### src/sv/fdo_pkg.sv
// ----------------------------------------------------------------------------
// fdo_pkg
// Shared types, constants and helper functions for the odometry block.
// ----------------------------------------------------------------------------
package fdo_pkg;

  // cordic and angle resolution
  localparam int CORDIC_STEPS = 16;
  localparam int ANGLE_BITS   = 16;
  localparam int STEP_W       = 5;
  localparam logic signed [35:0] INV_GAIN_Q30 = 36'sd652032875;

  // configuration registers
  localparam int CFG_IDX_W = 2;
  localparam logic [CFG_IDX_W-1:0] CFG_TICK_ANGLE   = 2'd0;
  localparam logic [CFG_IDX_W-1:0] CFG_WHEEL_RADIUS = 2'd1;
  localparam logic [23:0] TICK_ANGLE_RESET   = 24'd26675;
  localparam logic [15:0] WHEEL_RADIUS_RESET = 16'd4915;

  // divider length: one quotient bit per cycle over a 33-bit dividend
  localparam int DIV_BITS = 33;

  // one classified input item
  typedef struct packed {
    logic signed [16:0] tick_sum;
    logic [23:0]        interval;
    logic               zero_interval;
    logic signed [15:0] qw;
    logic signed [15:0] qx;
    logic signed [15:0] qy;
    logic signed [15:0] qz;
  } item_t;

  // back-end sequencer
  typedef enum logic [3:0] {
    B_IDLE, B_MUL1, B_MUL2, B_MUL3, B_VINIT, B_VEC, B_YAW, B_RINIT,
    B_ROT, B_FLIP, B_MX, B_MY, B_UPD, B_DIV, B_OUT
  } back_state_t;

  // arctangent of 2^-i, 2^32 per turn
  function automatic logic [31:0] atan_turn(input logic [STEP_W-1:0] idx);
    logic [31:0] v;
    case (idx)
      5'd0:    v = 32'd536870912;
      5'd1:    v = 32'd316933406;
      5'd2:    v = 32'd167458907;
      5'd3:    v = 32'd85004756;
      5'd4:    v = 32'd42667331;
      5'd5:    v = 32'd21354465;
      5'd6:    v = 32'd10680862;
      5'd7:    v = 32'd5340245;
      5'd8:    v = 32'd2670163;
      5'd9:    v = 32'd1335087;
      5'd10:   v = 32'd667544;
      5'd11:   v = 32'd333772;
      5'd12:   v = 32'd166886;
      5'd13:   v = 32'd83443;
      5'd14:   v = 32'd41721;
      5'd15:   v = 32'd20860;
      5'd16:   v = 32'd10430;
      5'd17:   v = 32'd5215;
      5'd18:   v = 32'd2607;
      5'd19:   v = 32'd1303;
      5'd20:   v = 32'd651;
      5'd21:   v = 32'd325;
      5'd22:   v = 32'd162;
      5'd23:   v = 32'd81;
      default: v = 32'd0;
    endcase
    return v;
  endfunction

  // signed quotient from magnitude and sign, saturated to 32 bits
  function automatic logic signed [31:0] sat_quot(input logic [32:0] q, input logic neg);
    logic signed [31:0] r;
    if (neg) begin
      if (q > 33'h080000000) r = 32'sh80000000;
      else r = 32'(-q);
    end else begin
      if (q > 33'h07FFFFFFF) r = 32'sh7FFFFFFF;
      else r = q[31:0];
    end
    return r;
  endfunction

endpackage

### src/sv/fdo_front.sv
// ----------------------------------------------------------------------------
// fdo_front
// Input side: takes transactions, forms the tick sum and the zero-interval
// flag, and holds items in a two-entry queue for the back end.
// ----------------------------------------------------------------------------
module fdo_front (
  input  logic               clk,
  input  logic               rst,
  input  logic               in_valid,
  output logic               in_stall,
  input  logic signed [15:0] left_ticks,
  input  logic signed [15:0] right_ticks,
  input  logic [23:0]        interval,
  input  logic signed [15:0] quat_w,
  input  logic signed [15:0] quat_x,
  input  logic signed [15:0] quat_y,
  input  logic signed [15:0] quat_z,
  output logic               q_valid,
  output fdo_pkg::item_t     q_item,
  input  logic               q_take
);

  fdo_pkg::item_t entry [2];
  fdo_pkg::item_t new_item;
  logic           wr_ptr;
  logic           rd_ptr;
  logic [1:0]     count;
  logic           accept;
  logic           pop;

  // classify the incoming item
  always_comb begin
    new_item.tick_sum      = {left_ticks[15], left_ticks} + {right_ticks[15], right_ticks};
    new_item.interval      = interval;
    new_item.zero_interval = (interval == 24'd0);
    new_item.qw            = quat_w;
    new_item.qx            = quat_x;
    new_item.qy            = quat_y;
    new_item.qz            = quat_z;
  end

  assign in_stall = count[1];
  assign accept   = in_valid && !in_stall;
  assign q_valid  = (count != 2'd0);
  assign pop      = q_valid && q_take;
  assign q_item   = entry[rd_ptr];

  // queue pointers and fill level
  always_ff @(posedge clk) begin
    if (rst) begin
      wr_ptr <= 1'b0;
      rd_ptr <= 1'b0;
      count  <= 2'd0;
    end else begin
      if (accept) wr_ptr <= ~wr_ptr;
      if (pop) rd_ptr <= ~rd_ptr;
      count <= count + {1'b0, accept} - {1'b0, pop};
    end
  end

  // queue storage
  always_ff @(posedge clk) begin
    if (accept) entry[wr_ptr] <= new_item;
  end

endmodule

### config.mk
export PLATFORM = sky130hd
export DESIGN_NAME = fdo_front
export DESIGN_NICKNAME = d
export VERILOG_FILES = /design/src/sv/fdo_pkg.sv /design/src/sv/fdo_front.sv
export SDC_FILE = /design/constraint.sdc
export NUM_CORES = 1
export LEC_CHECK = 0
export BUFFER_PORTS_ARGS = -buffer_cell sky130_fd_sc_hd__buf_2
export CORE_ASPECT_RATIO = 0.8
export CORE_UTILIZATION = 57
export CTS_CLUSTER_DIAMETER = 100
export DETAILED_ROUTE_END_ITERATION = 6
export HOLD_SLACK_MARGIN = 0.06
export PLACE_DENSITY_LB_ADDON = 0.15
export SYNTH_ARGS = -nofsm -noshare
export SYNTH_HDL_FRONTEND = slang
export SYNTH_SLANG_ARGS = --single-unit
### constraint.sdc
create_clock -name clk -period 8.38 [get_ports clk]
set_input_delay 0.838 -clock clk [delete_from_list [all_inputs] [get_ports clk]]
set_output_delay 0.838 -clock clk [all_outputs]
set_load 0.005 [all_outputs]
Word level (Yosys, flattened, before mapping):

Memories as Yosys holds them, arrays and structs flattened. A register that Yosys moved wholly into a read port is not among the register bits.
Cells that the tools add are included.

* register bits after elaboration: 4
* word-level logic and storage cells: 18
* bits of input ports: 124
* bits in writable memories: 212
* memories kept: 1

* reductions and logical operators: 5
* mux-type cells: 4
* bitwise gates (word level): 2
* $add $sub $neg: 3

Memories
* entry: words 2, width 106, rd ports 1, clocked after memory_dff 1, write ports 1, RTL line fdo_front.sv:23 `fdo_pkg::item_t entry [2];`

Operators by type and width (count)
* 24-bit zero test: 1
* 16-bit by 16-bit adder with 17-bit output: 1
* 1-bit 2-to-1 mux: 4
* 2-bit by 1-bit adder with 2-bit output: 1
* 1-bit logical AND: 2
* 1-bit NOT: 2
* 2-bit nonzero test: 1
* 2-bit by 1-bit subtractor with 2-bit output: 1
* 1-bit zero test: 1

Longest topological paths before layout:

Gate-level depths: netlist (run 1).

* depth after elaboration: 4
* mapped depth: 8

Worst setup path after synthesis (run 1):

Ideal clock, no wire load.

* path kind: input-to-reg
* start: in in_valid
* end: mem entry[0][0] in the netlist's numbering, enable pin
* data arrival time: 5.370 ns
* path slack: 2.438 ns
* stages on the path: 2
* data required time: 7.808 ns
* cell sequence: nand2b_1 -> nor2_1

* cells in the longest elaborated chain, start to end: 3

RTL lines
* start: declaration: RTL line fdo_front.sv:9 `input logic in_valid,`
* 1-bit logical AND: RTL line fdo_front.sv:43 `assign accept = in_valid && !in_stall;`
* 1-bit 2-to-1 mux: RTL line fdo_front.sv:63 `if (accept) entry[wr_ptr] <= new_item;`
* 1-bit 2-to-1 mux (not written as such): RTL line fdo_front.sv:63
* end: declaration: RTL line fdo_front.sv:23

No other way between the ends.

==> results of run 1 <==
## final cells by class
class | instances | share of cell area (%)
flip-flops and latches | 217 | 59.9
repair buffers | 236 | 11.0
clock inverters | 11 | 0.752
multi-input cells | 244 | 20.4
inverters | 8 | 0.278
well taps | 189 | 2.19
clock buffers | 27 | 5.46
diodes | 1 | 0.0232
## worst min-delay path, cell delays in order, from the launching register on
cell,delay [ps]
dfxtp_1,330
xnor2_1,80
nor2_1,70
## path summary, 6_finish.rpt
check | startpoint | end | depth (start not counted)
worst max-delay path | flop | q_item[16] | 3
worst min-delay path | rd_ptr | flop | 2
worst max register to register | count[1] | entry[0][88] | 3
worst min register to register | rd_ptr | flop | 2
## state kept, by name, indices dropped and copies added (netlist names), named ones only
| signal | count |
|---|---|
| entry | 212 |
| count | 2 |
| rd_ptr | 1 |
| wr_ptr | 1 |
## placed cells by master, fill, tap and decap left out, drive strengths merged, types with 4 or more instances in the layout
cell type  count
ha            18
xnor2          8
edfxtp       212
a21o           4
clkbuf        27
nand2          7
clkinv         9
a21oi         17
buf          236
o21ai          7
nand2b         5
xor2           5
nor2          12
inv            9
mux2         106
dfxtp          5
o211ai         4
nor4           7
## per-layer routing
layer,track usage [%],part of all wire [%]
met2,35.5,48
met1,27.5,43
met4,5.51,1.7
met3,5.08,6.8
met5,0,0
## report_power, final
group	switching, mW	leakage [nW]	total (mW)	internal (mW)
combinational	0.362	1.79	0.745	0.383
sequential	0.0715	2.02	1.49	1.42
clock	0.375	0.331	0.905	0.530
## through the flow
stage | cell area, sq um | worst slack [ps]
after detailed placement | 10100 | 5330
after global placement | 10100 | 5350
after CTS | 10800 | 4900
after global routing | 10800 | 4770
after floorplan | 8750 | 2440
final | 10800 | 4910
## logic make-up (layout without fill, tap and decap cells)
group | count (synthesis) | count (layout) | synth area share [%]
other | 0 | 1 | 0
AO/OA/AOI/OAI | 49 | 49 | 3.66
adder cells (fa/ha/maj) | 19 | 19 | 2.80
multiplexers | 106 | 106 | 13.6
XOR/XNOR | 13 | 13 | 1.30
AND/OR/NAND/NOR | 57 | 57 | 3.62
buffers and inverters | 23 | 282 | 1.06
flip-flops | 217 | 217 | 73.9
==> results by group, run 1 <==
Drt
  – Post-DR vias/cell: 5.50
  – Antenna-violating nets left: 0
  – Vias: between 5,000 and 6,000
  – DRC: 0
  – DRT Wirelength: roughly 17,000 um
  – Number of detailed-route iterations in the first pass: 4
  – DR iter-0 viols: roughly 330
  – Wire per inst: approximately 18 um

Worst setup path
  – Crit Path Class: reg -> out
  – Crit start category: flop
  – CP bufs+invs: 2
  – R2r setup slk: about 6600 ps
  – Slowest CP cell: dfxtp_4
  – CP max stage delay: around 760 ps
  – Worst-path maximum fanout: 58
  – Critical-path cell list: buf_4 -> mux2_2 -> buf_2
  – CP Capture Type: output pin
  – Arr. time, crit path: 2640 ps
  – WP data required: about 7500 ps
  – Critical path's top delay family: buffers and inverters

Synth
  – Sequential share of the synthesized area: between 70% and 80%
  – Post-Synthesis Mean Instance Area: 18.1 sq um
  – Synth async-reset ratio: 0%
  – Area contributors post-synth: edfxtp_1 73%, mux2_2 14%, ha_1 2.6%
  – Largest area contributor in the netlist: edfxtp_1
  – Most used DFF post-synth: edfxtp_1
  – Gate Count Post-Synth: between 400 and 500
  – Seq cells post-synth: approximately 220
  – Yosys warnings: 0
  – Distinct cells, synth: between 40 and 50
  – Mapped Nets: 627
  – Post-synth top area share: 72.8%
  – Post-synth top cells: 212 x edfxtp_1, 106 x mux2_2, 18 x ha_1
  – EDFF count, synth: about 210
  – Count leader, synth: edfxtp_1
  – Synth Cell Area: 8750 sq um

CTS
  – Skew-Pair Late Insertion Delay: ~490 ps
  – CTS tree: built
  – CTS Buf Count: 22
  – Hold-fix buffers, CTS: 0
  – Clock Pin Slew Worst Setup and Hold Paths: 60 ps
  – H-tree levels: 1
  – CTS sink cnt: 217
  – Post-CTS sizing: 0
  – Postcts setup bufs: 0
  – Root Driver: clkbuf_16
  – Clock tree buffer depth: 3

Pwr
  – Leakage: approximately 4.1 nW
  – Power per Cell Area: 290 nW/um^2
  – Power Total: between 3 and 4 mW
  – Maximum vdd ir drop: between 150 and 200 uV

Place
  – Placed insts: around 890
  – Dpl hpwl: ~11,000 um
  – Port buffer count: 231
  – Placer congestion estimate: 0.840

STA
  – Actual slew at the worst max-slew pin: 792 ps
  – Clk_skew: around 5.5 ps
  – Final Hold Vio Count: 0
  – RSZ-0062 raised after global routing: no
  – Final Setup Violations: 0
  – WHS: roughly 520 ps
  – Final slew viol count: 0
  – Slew HR: between 40% and 50%
  – Setup tns final: 0 ps
  – Period utilisation layout: 41.4%
  – Final Critical Period: around 3500 ps
  – Fmax: around 0.29 GHz

Outcome
  – Run status: finished, final reports clean

GRT
  – Gr ovfl total: 0
  – Total GRT Usage: around a fifth
  – Largest net degree at the start of global routing: 59
  – First-pass GRT wire length: between 20,000 and 30,000 um
  – Vias in the first global route: just over 5,000
  – Antenna violations before repair: 1

Finish
  – Area grow syn2layout: 23.6%
  – Sequential standard cell area: roughly 6500 sq um
  – Util after Layout: a little under three quarters
  – Multi-input gate area: approximately 2200 sq um
  – Share of layout cells above drive strength 1: between 50% and 60%
  – Non-Filler Instances: approximately 930
  – Fillcell total: about 980
  – Fin nets: roughly 870

Floorplanning
  – Initial core utilization: around three fifths
  – Overall die area: 15,900 sq um
  – Core Region: approximately 15,000 sq um
  – DIE WIDTH: around 140 um
  – Row count: 40
  – Die Ht: 113 um
  – # IOs: roughly 230

Worst hold path
  – HP Class: reg -> reg

Flow run
  – Max cap viols: 0
No activity file was read; power rests on OpenSTA's default activity.
==> inputs of run 2 (changes only) <==
--- a/config.mk
+++ b/config.mk
@@ -7,7 +7,7 @@
 export LEC_CHECK = 0
 export BUFFER_PORTS_ARGS = -buffer_cell sky130_fd_sc_hd__buf_2
 export CORE_ASPECT_RATIO = 0.8
-export CORE_UTILIZATION = 57
+export CORE_UTILIZATION = 47
 export CTS_CLUSTER_DIAMETER = 100
 export DETAILED_ROUTE_END_ITERATION = 6
 export HOLD_SLACK_MARGIN = 0.06
==> constraint.sdc (replaced) <==
create_clock -name clk -period 2.9 [get_ports clk]
set_input_delay 0.29 -clock clk [delete_from_list [all_inputs] [get_ports clk]]
set_output_delay 0.29 -clock clk [all_outputs]
set_load 0.005 [all_outputs]
==> run 2 against run 1 <==
  * Sequential power rose to 2.9 times the previous value
  * Core utilization shrank 6.6 points
  * Global-route usage decreased by 2.4 points
  * Combinational power grew to 3.1 times the previous value
  * Count of clock-buffer cells in the layout unchanged
  * Critical endpoint is now q_item[97]
  * Largest power group unchanged
==> results by group, run 2 (synthesis results as in run 1) <==
Worst setup path
  – Slowest CP cell: dfxtp_4
  – Critical R2R Launch: count[1]
  – Arr. time, crit path: 1960 ps (-680 ps)
  – WP data required: 2610 ps (-4930 ps)
  – Worst-path maximum fanout: 25 (-57%)
  – R2r setup slk: 1040 ps (-5510 ps)
  – Terminus of the critical flop-to-flop path: entry[1][88]
  – Crit Path Class: reg -> out
  – Critical path's top delay family: flip-flops
  – CP Capture Type: output pin
  – CP max stage delay: 590 ps (-170 ps)
  – CP bufs+invs: 2 (unchanged)
  – Worst-case reg-to-reg path depth: 3 (unchanged)
  – Crit start category: flop
  – Critical-path cell list: buf_4 -> mux2_2 -> buf_2

STA
  – Period utilisation layout: between 70% and 80%
  – Final slew viol count: 0 (unchanged)
  – Final Hold Vio Count: 0 (unchanged)
  – Final Critical Period: around 2300 ps
  – RSZ-0062 raised after global routing: no
  – Clk_skew: 8.54 ps (+3.05 ps)
  – Fmax: 0.444 GHz
  – Actual slew at the worst max-slew pin: 809 ps (+16.9 ps)
  – Final Setup Violations: 0 (unchanged)
  – Setup ws final: 648 ps (-4260 ps)
  – Slew HR: 46.0% (-1.1 points)

Floorplanning
  – DIE WIDTH: 155 um (+10%)
  – Core Region: 18,200 sq um (+21%)
  – # IOs: 232 (unchanged)
  – Row count: 44 (+10%)
  – Initial core utilization: 48.2% (-10 points)
  – Die Ht: 124 um (+9.9%)
  – Overall die area: 19,200 sq um (+21%)

CTS
  – CTS sink cnt: 217 (unchanged)
  – Clock tree buffer depth: 3 (unchanged)
  – Skew-Pair Late Insertion Delay: 500 ps (about the same)
  – CTS tree: built
  – Post-CTS sizing: 0 (unchanged)
  – CTS Buf Count: 23 (+4.5%)
  – H-tree levels: 1 (unchanged)
  – Clock Pin Slew Worst Setup and Hold Paths: 60 ps (about the same)
  – Root Driver: clkbuf_16

Drt
  – DR iter-0 viols: 210 (-37%)
  – Number of detailed-route iterations in the first pass: 4 (unchanged)
  – Post-DR vias/cell: 5.11 (-7.1%)
  – Antenna-violating nets left: 0 (unchanged)
  – DRT Wirelength: 18,000 um (+7.7%)
  – Vias: 5,449 (+6.2%)
  – DRC: 0 (unchanged)
  – Wire per inst: 16.9 um (-5.8%)

GRT
  – Vias in the first global route: 5,555 (+7.6%)
  – Gr ovfl total: 0 (unchanged)
  – Largest net degree at the start of global routing: 59 (unchanged)
  – First-pass GRT wire length: 27,800 um (+7.6%)
  – Total GRT Usage: 18.5% (-2.4 points)
  – Antenna violations before repair: 0 (-1)

Place
  – Placer congestion estimate: 0.899 (+7.0%)
  – Port buffer count: 231 (unchanged)
  – Place WS: 353 ps (-4980 ps)
  – Dpl hpwl: 11,400 um (about the same)
  – Placed Area: 10,200 sq um (+0.78%)

Pwr
  – Logic pwr share: 24.5% (+0.7 points)
  – Int Power: 7.07 mW (+200%)
  – Power per Cell Area: 801 nW/um^2 (+180%)
  – Part of the power in registers: 44.7% (-2.7 points)
  – Leakage: 4.56 nW (+10%)
  – Clock share of power: 30.8% (+1.9 points)
  – Switching portion of total power: 25.6% (-0.13 points)
  – Maximum vdd ir drop: 471 uV (+140%)
  – Sw power: 2.44 mW (+200%)

Finish
  – Fin nets: 964 (+11%)
  – Share of layout cells above drive strength 1: 46.5% (-4.7 points)
  – Most common cell after layout, fill and taps aside: buf_2
  – Largest register by flop count: entry
  – Max FFs per register: 212 (unchanged)
  – Largest regs: entry x212, count x2
  – Highest-count cells in the layout ignoring fill and taps: 231 x buf_2, 212 x edfxtp_1, 106 x mux2_2, 89 x dlygate4sd3_1, 23 x clkbuf_16
  – # diodes: 0 (-1)
  – Final Cell Area: 11,900 sq um (+9.8%)
  – Area grow syn2layout: 35.7%

Flow run
  – Max cap viols: 0 (unchanged)

Worst hold path
  – Hold Path Stages: 2 (unchanged)
  – Hold Path Sink: entry[1][89]
  – Worst Hold Launch: right_ticks[0]
  – HP Class: in -> reg

Outcome
  – Run status: finished, final reports clean
## run 2: changes by cell type in the layout (fill, tap and decap cells not counted)
| cell | previous run | this run |
|---|---|---|
| clkbuf_8 | 0 | 2 |
| clkinvlp_4 | 0 | 3 |
| clkinv_1 | 5 | 3 |
| diode_2 | 1 | 0 |
| buf_12 | 0 | 1 |
| buf_4 | 5 | 6 |
| clkbuf_1 | 4 | 2 |
| dlygate4sd3_1 | 0 | 89 |
| bufinv_16 | 1 | 3 |
## run 2: how the worst max path moves through the flow
stage | from | end | cells past startpoint
CTS | flop | q_item[97] | 3
global route | flop | q_item[94] | 3
global placement | left_ticks[0] | entry[0][101] | 8
finish | flop | q_item[97] | 3
detailed placement | left_ticks[0] | entry[1][101] | 8
floorplan | count[1] | entry[0][0] | 2
## run 2: layout make-up
cell class	count	area, sq um
clock buffer	27	611
clock inverter	14	156
fill	1324	6300
inverter	8	30.0
multi-input combinational	244	2200
sequential	217	6470
tap	230	288
timing repair buffer	327	2110
## run 2: routing by layer
metal  wire length, um  vias to the layer above  global-route usage (%)
met5                 0                        -                       0
met4               343                        0                    5.14
met3              1050                       24                    3.38
met2              8770                      190                    32.7
met1              7880                     2646                    23.7
li1                  -                     2589                       -
## run 2: worst reg2reg max path: cells and delay by family, from the launching register on
kind | cells | cell delay, ps
and+or+nand+nor | 2 | 460
buffers and inverters | 1 | 640
DFF | 1 | 340
## run 2: repair_timing
item,CTS,global route
setup endpoints to repair,0,0
hold buffers,89,0
buffers inserted,0,0
endpoints found under the hold margin,181,0
## run 2: power groups by stage
stage / Clock (mW) / Combinational [mW] / Sequential, mW
floorplan: 0 / 1.34 / 4.26
global placement: 0 / 2.21 / 4.29
detailed placement: 0 / 2.24 / 4.33
CTS: 2.99 / 2.36 / 4.27
global route: 3.11 / 2.54 / 4.31
finish: 2.92 / 2.33 / 4.25
## run 2: through the flow
stage | hold WS (ps) | setup TNS [ps] | total power, mW | instances | utilization, %
CTS | 102 | 0 | 9.62 | 1067 | 65.3
detailed placement | 482 | 0 | 6.57 | 937 | 56.2
floorplan | 362 | -182100 | 5.60 | 484 | -
finish | 117 | 0 | 9.51 | 1067 | 65.3
global route | 102 | 0 | 9.96 | 1067 | 65.3
global placement | 477 | 0 | 6.50 | 937 | 56.2
==> inputs of run 3 (changes only) <==
--- a/config.mk
+++ b/config.mk
@@ -7,7 +7,7 @@
 export LEC_CHECK = 0
 export BUFFER_PORTS_ARGS = -buffer_cell sky130_fd_sc_hd__buf_2
 export CORE_ASPECT_RATIO = 0.8
-export CORE_UTILIZATION = 47
+export CORE_UTILIZATION = 53
 export CTS_CLUSTER_DIAMETER = 100
 export DETAILED_ROUTE_END_ITERATION = 6
 export HOLD_SLACK_MARGIN = 0.06
==> constraint.sdc (replaced) <==
create_clock -name clk -period 2.3 [get_ports clk]
set_input_delay 0.23 -clock clk [delete_from_list [all_inputs] [get_ports clk]]
set_output_delay 0.23 -clock clk [all_outputs]
set_load 0.005 [all_outputs]
==> run 3 against run 2 <==
  * Combinational power up 31%
  * Routed wire length grew 1.1%
  * First-iteration DRC count rose by 40%
  * Register-to-register slack worse by 530 ps
  * Flip-flop and latch count is the same
  * Clock skew is essentially flat
  * Clock power grew 6.8%
==> results by group, run 3 (synthesis results as in run 1) <==
STA
  – Fmax: just over 0.5 GHz
  – Clk_skew: 8.45 ps (-0.0925 ps)
  – Period utilisation layout: 84.3%
  – Final Hold Vio Count: 0 (unchanged)
  – Final Critical Period: approximately 1900 ps
  – Final slew viol count: 0 (unchanged)
  – Setup ws final: 361 ps (-287 ps)
  – Final Setup Violations: 0 (unchanged)
  – Actual slew at the worst max-slew pin: 661 ps (-148 ps)
  – Setup tns final: 0 ps (unchanged)
  – RSZ-0062 raised after global routing: no
  – Slew HR: 55.9% (+9.9 points)

Floorplanning
  – DIE WIDTH: 146 um (-5.8%)
  – Initial core utilization: 54.8% (+6.7 points)
  – # IOs: 232 (unchanged)
  – Row count: 41 (-6.8%)
  – Die Ht: 117 um (-5.7%)
  – Overall die area: 17,000 sq um (-11%)
  – Core Region: 16,000 sq um (-12%)

GRT
  – Total GRT Usage: 20.9% (+2.4 points)
  – Gr ovfl total: 0 (unchanged)
  – First-pass GRT wire length: 27,600 um (-0.47%)
  – Largest net degree at the start of global routing: 60 (+1.7%)
  – Vias in the first global route: 5,493 (-1.1%)
  – Antenna violations before repair: 0 (unchanged)

Worst setup path
  – CP Capture Type: output pin
  – CP max stage delay: 400 ps (-190 ps)
  – Worst-case reg-to-reg path depth: 8 (+5)
  – WP data required: 2070 ps (-540 ps)
  – Critical-path cell list: buf_12 -> mux2_2 -> buf_2
  – Crit start category: flop
  – Crit Path Class: reg -> out
  – Critical R2R Launch: count[1]
  – End of the critical path: q_item[97]
  – Worst-path maximum fanout: 55 (+120%)
  – Terminus of the critical flop-to-flop path: count[1]
  – Arr. time, crit path: 1710 ps (-250 ps)
  – Slowest CP cell: mux2_2
  – R2r setup slk: 510 ps (-530 ps)

Finish
  – Fillcell total: 1,016 (-23%)
  – Max FFs per register: 212 (unchanged)
  – Fin nets: 966 (+0.21%)
  – Area grow syn2layout: 34.9%
  – # diodes: 0 (unchanged)
  – Largest regs: entry x212, count x2
  – Sequential standard cell area: 6470 sq um (about the same)
  – Share of layout cells above drive strength 1: 46.1% (-0.36 points)
  – Most common cell after layout, fill and taps aside: buf_2
  – Multi-input gate area: 2210 sq um (+0.34%)
  – Largest register by flop count: entry
  – Highest-count cells in the layout ignoring fill and taps: 231 x buf_2, 212 x edfxtp_1, 106 x mux2_2, 90 x dlygate4sd3_1, 21 x clkbuf_16

Pwr
  – Power per Cell Area: 974 nW/um^2 (+22%)
  – Clock share of power: 27.2% (-3.6 points)
  – Int Power: 8.51 mW (+20%)
  – Part of the power in registers: 46.2% (+1.5 points)
  – Maximum vdd ir drop: 791 uV (+68%)
  – Leakage: 4.54 nW (-0.50%)
  – Logic pwr share: 26.6% (+2.1 points)
  – Switching portion of total power: 25.9% (+0.29 points)
  – Sw power: 2.98 mW (+22%)

Drt
  – DRT Wirelength: 18,200 um (+1.1%)
  – Post-DR vias/cell: 5.14 (+0.68%)
  – Wire per inst: 17.3 um (+2.5%)
  – Number of detailed-route iterations in the first pass: 4 (unchanged)
  – DR iter-0 viols: 295 (+40%)
  – Antenna-violating nets left: 0 (unchanged)
  – DRC: 0 (unchanged)
  – Vias: 5,409 (-0.73%)

Place
  – Port buffer count: 231 (unchanged)
  – Place WS: -62.0 ps (-415 ps)
  – Dpl hpwl: 11,400 um (about the same)
  – Placer congestion estimate: 0.867 (-3.6%)

CTS
  – Root Driver: clkbuf_16
  – CTS Buf Count: 21 (-8.7%)
  – Clock Pin Slew Worst Setup and Hold Paths: 60 ps (about the same)
  – Clock tree buffer depth: 3 (unchanged)
  – CTS sink cnt: 217 (unchanged)
  – H-tree levels: 1 (unchanged)
  – Skew-Pair Late Insertion Delay: 480 ps (-20 ps)
  – CTS tree: built

Outcome
  – Run status: finished, final reports clean

Flow run
  – Max cap viols: 0 (unchanged)

Worst hold path
  – HP Class: in -> reg
run 3: how the worst min path moves through the flow:
stage / from / endpoint / slack [ps] / depth (start not counted)
4_1_cts: in_valid / wr_ptr / 150 / 4
5_1_grt: in_valid / wr_ptr / 170 / 4
3_3_place_gp: quat_w[5] / entry[0][53] / 420 / 1
2_1_floorplan: rst / count[1] / 290 / 1
6_report: in_valid / wr_ptr / 160 / 4
3_5_place_dp: quat_x[7] / entry[0][39] / 420 / 1
run 3: worst max-delay path: cells and delay by family (launching register included):
family | cells | cell delay (ps)
buffers and inverters | 2 | 420
flip-flops | 1 | 370
multiplexers | 1 | 400
run 3: cell type report:
class / instances / share of cell area (%)
clock buffers: 23 / 4.52
repair buffers: 331 / 18.6
clock inverters: 14 / 0.763
multi-input cells: 244 / 18.7
flip-flops and latches: 217 / 54.8
well taps: 215 / 2.28
inverters: 8 / 0.254
run 3: per-layer routing:
| metal | wire length (um) | share of wire (%) | global-route usage (%) |
|---|---|---|---|
| met5 | 0 | 0 | 0 |
| met4 | 306 | 1.7 | 4.84 |
| met3 | 1050 | 5.7 | 4.88 |
| met2 | 9160 | 50 | 37.2 |
| met1 | 7720 | 42 | 26.4 |
run 3: power groups by stage:
| stage | Clock [mW] | Sequential [mW] | Combinational, mW |
|---|---|---|---|
| after floorplan | 0 | 5.35 | 1.70 |
| after global placement | 0 | 5.34 | 2.90 |
| after detailed placement | 0 | 5.39 | 2.93 |
| after CTS | 3.20 | 5.31 | 3.08 |
| after global routing | 3.34 | 5.37 | 3.31 |
| final | 3.12 | 5.31 | 3.06 |
run 3: repair_timing:
item                      in CTS  in global routing
resized for setup              0                  0
setup buffers                  0                  0
hold endpoints to repair     183                  0
hold buffers                  90                  0
run 3: per-stage QoR:
| stage | instance area [sq um] | cells | power (mW) | hold slack, ps | utilization [%] |
|---|---|---|---|---|---|
| after floorplan | 8770 | 484 | 7.05 | 295 | - |
| after global placement | 10300 | 925 | 8.25 | 418 | 64.4 |
| after detailed placement | 10300 | 925 | 8.33 | 421 | 64.4 |
| after CTS | 11800 | 1052 | 11.6 | 147 | 74.0 |
| after global routing | 11800 | 1052 | 12.0 | 171 | 74.0 |
| final | 11800 | 1052 | 11.5 | 162 | 74.0 |
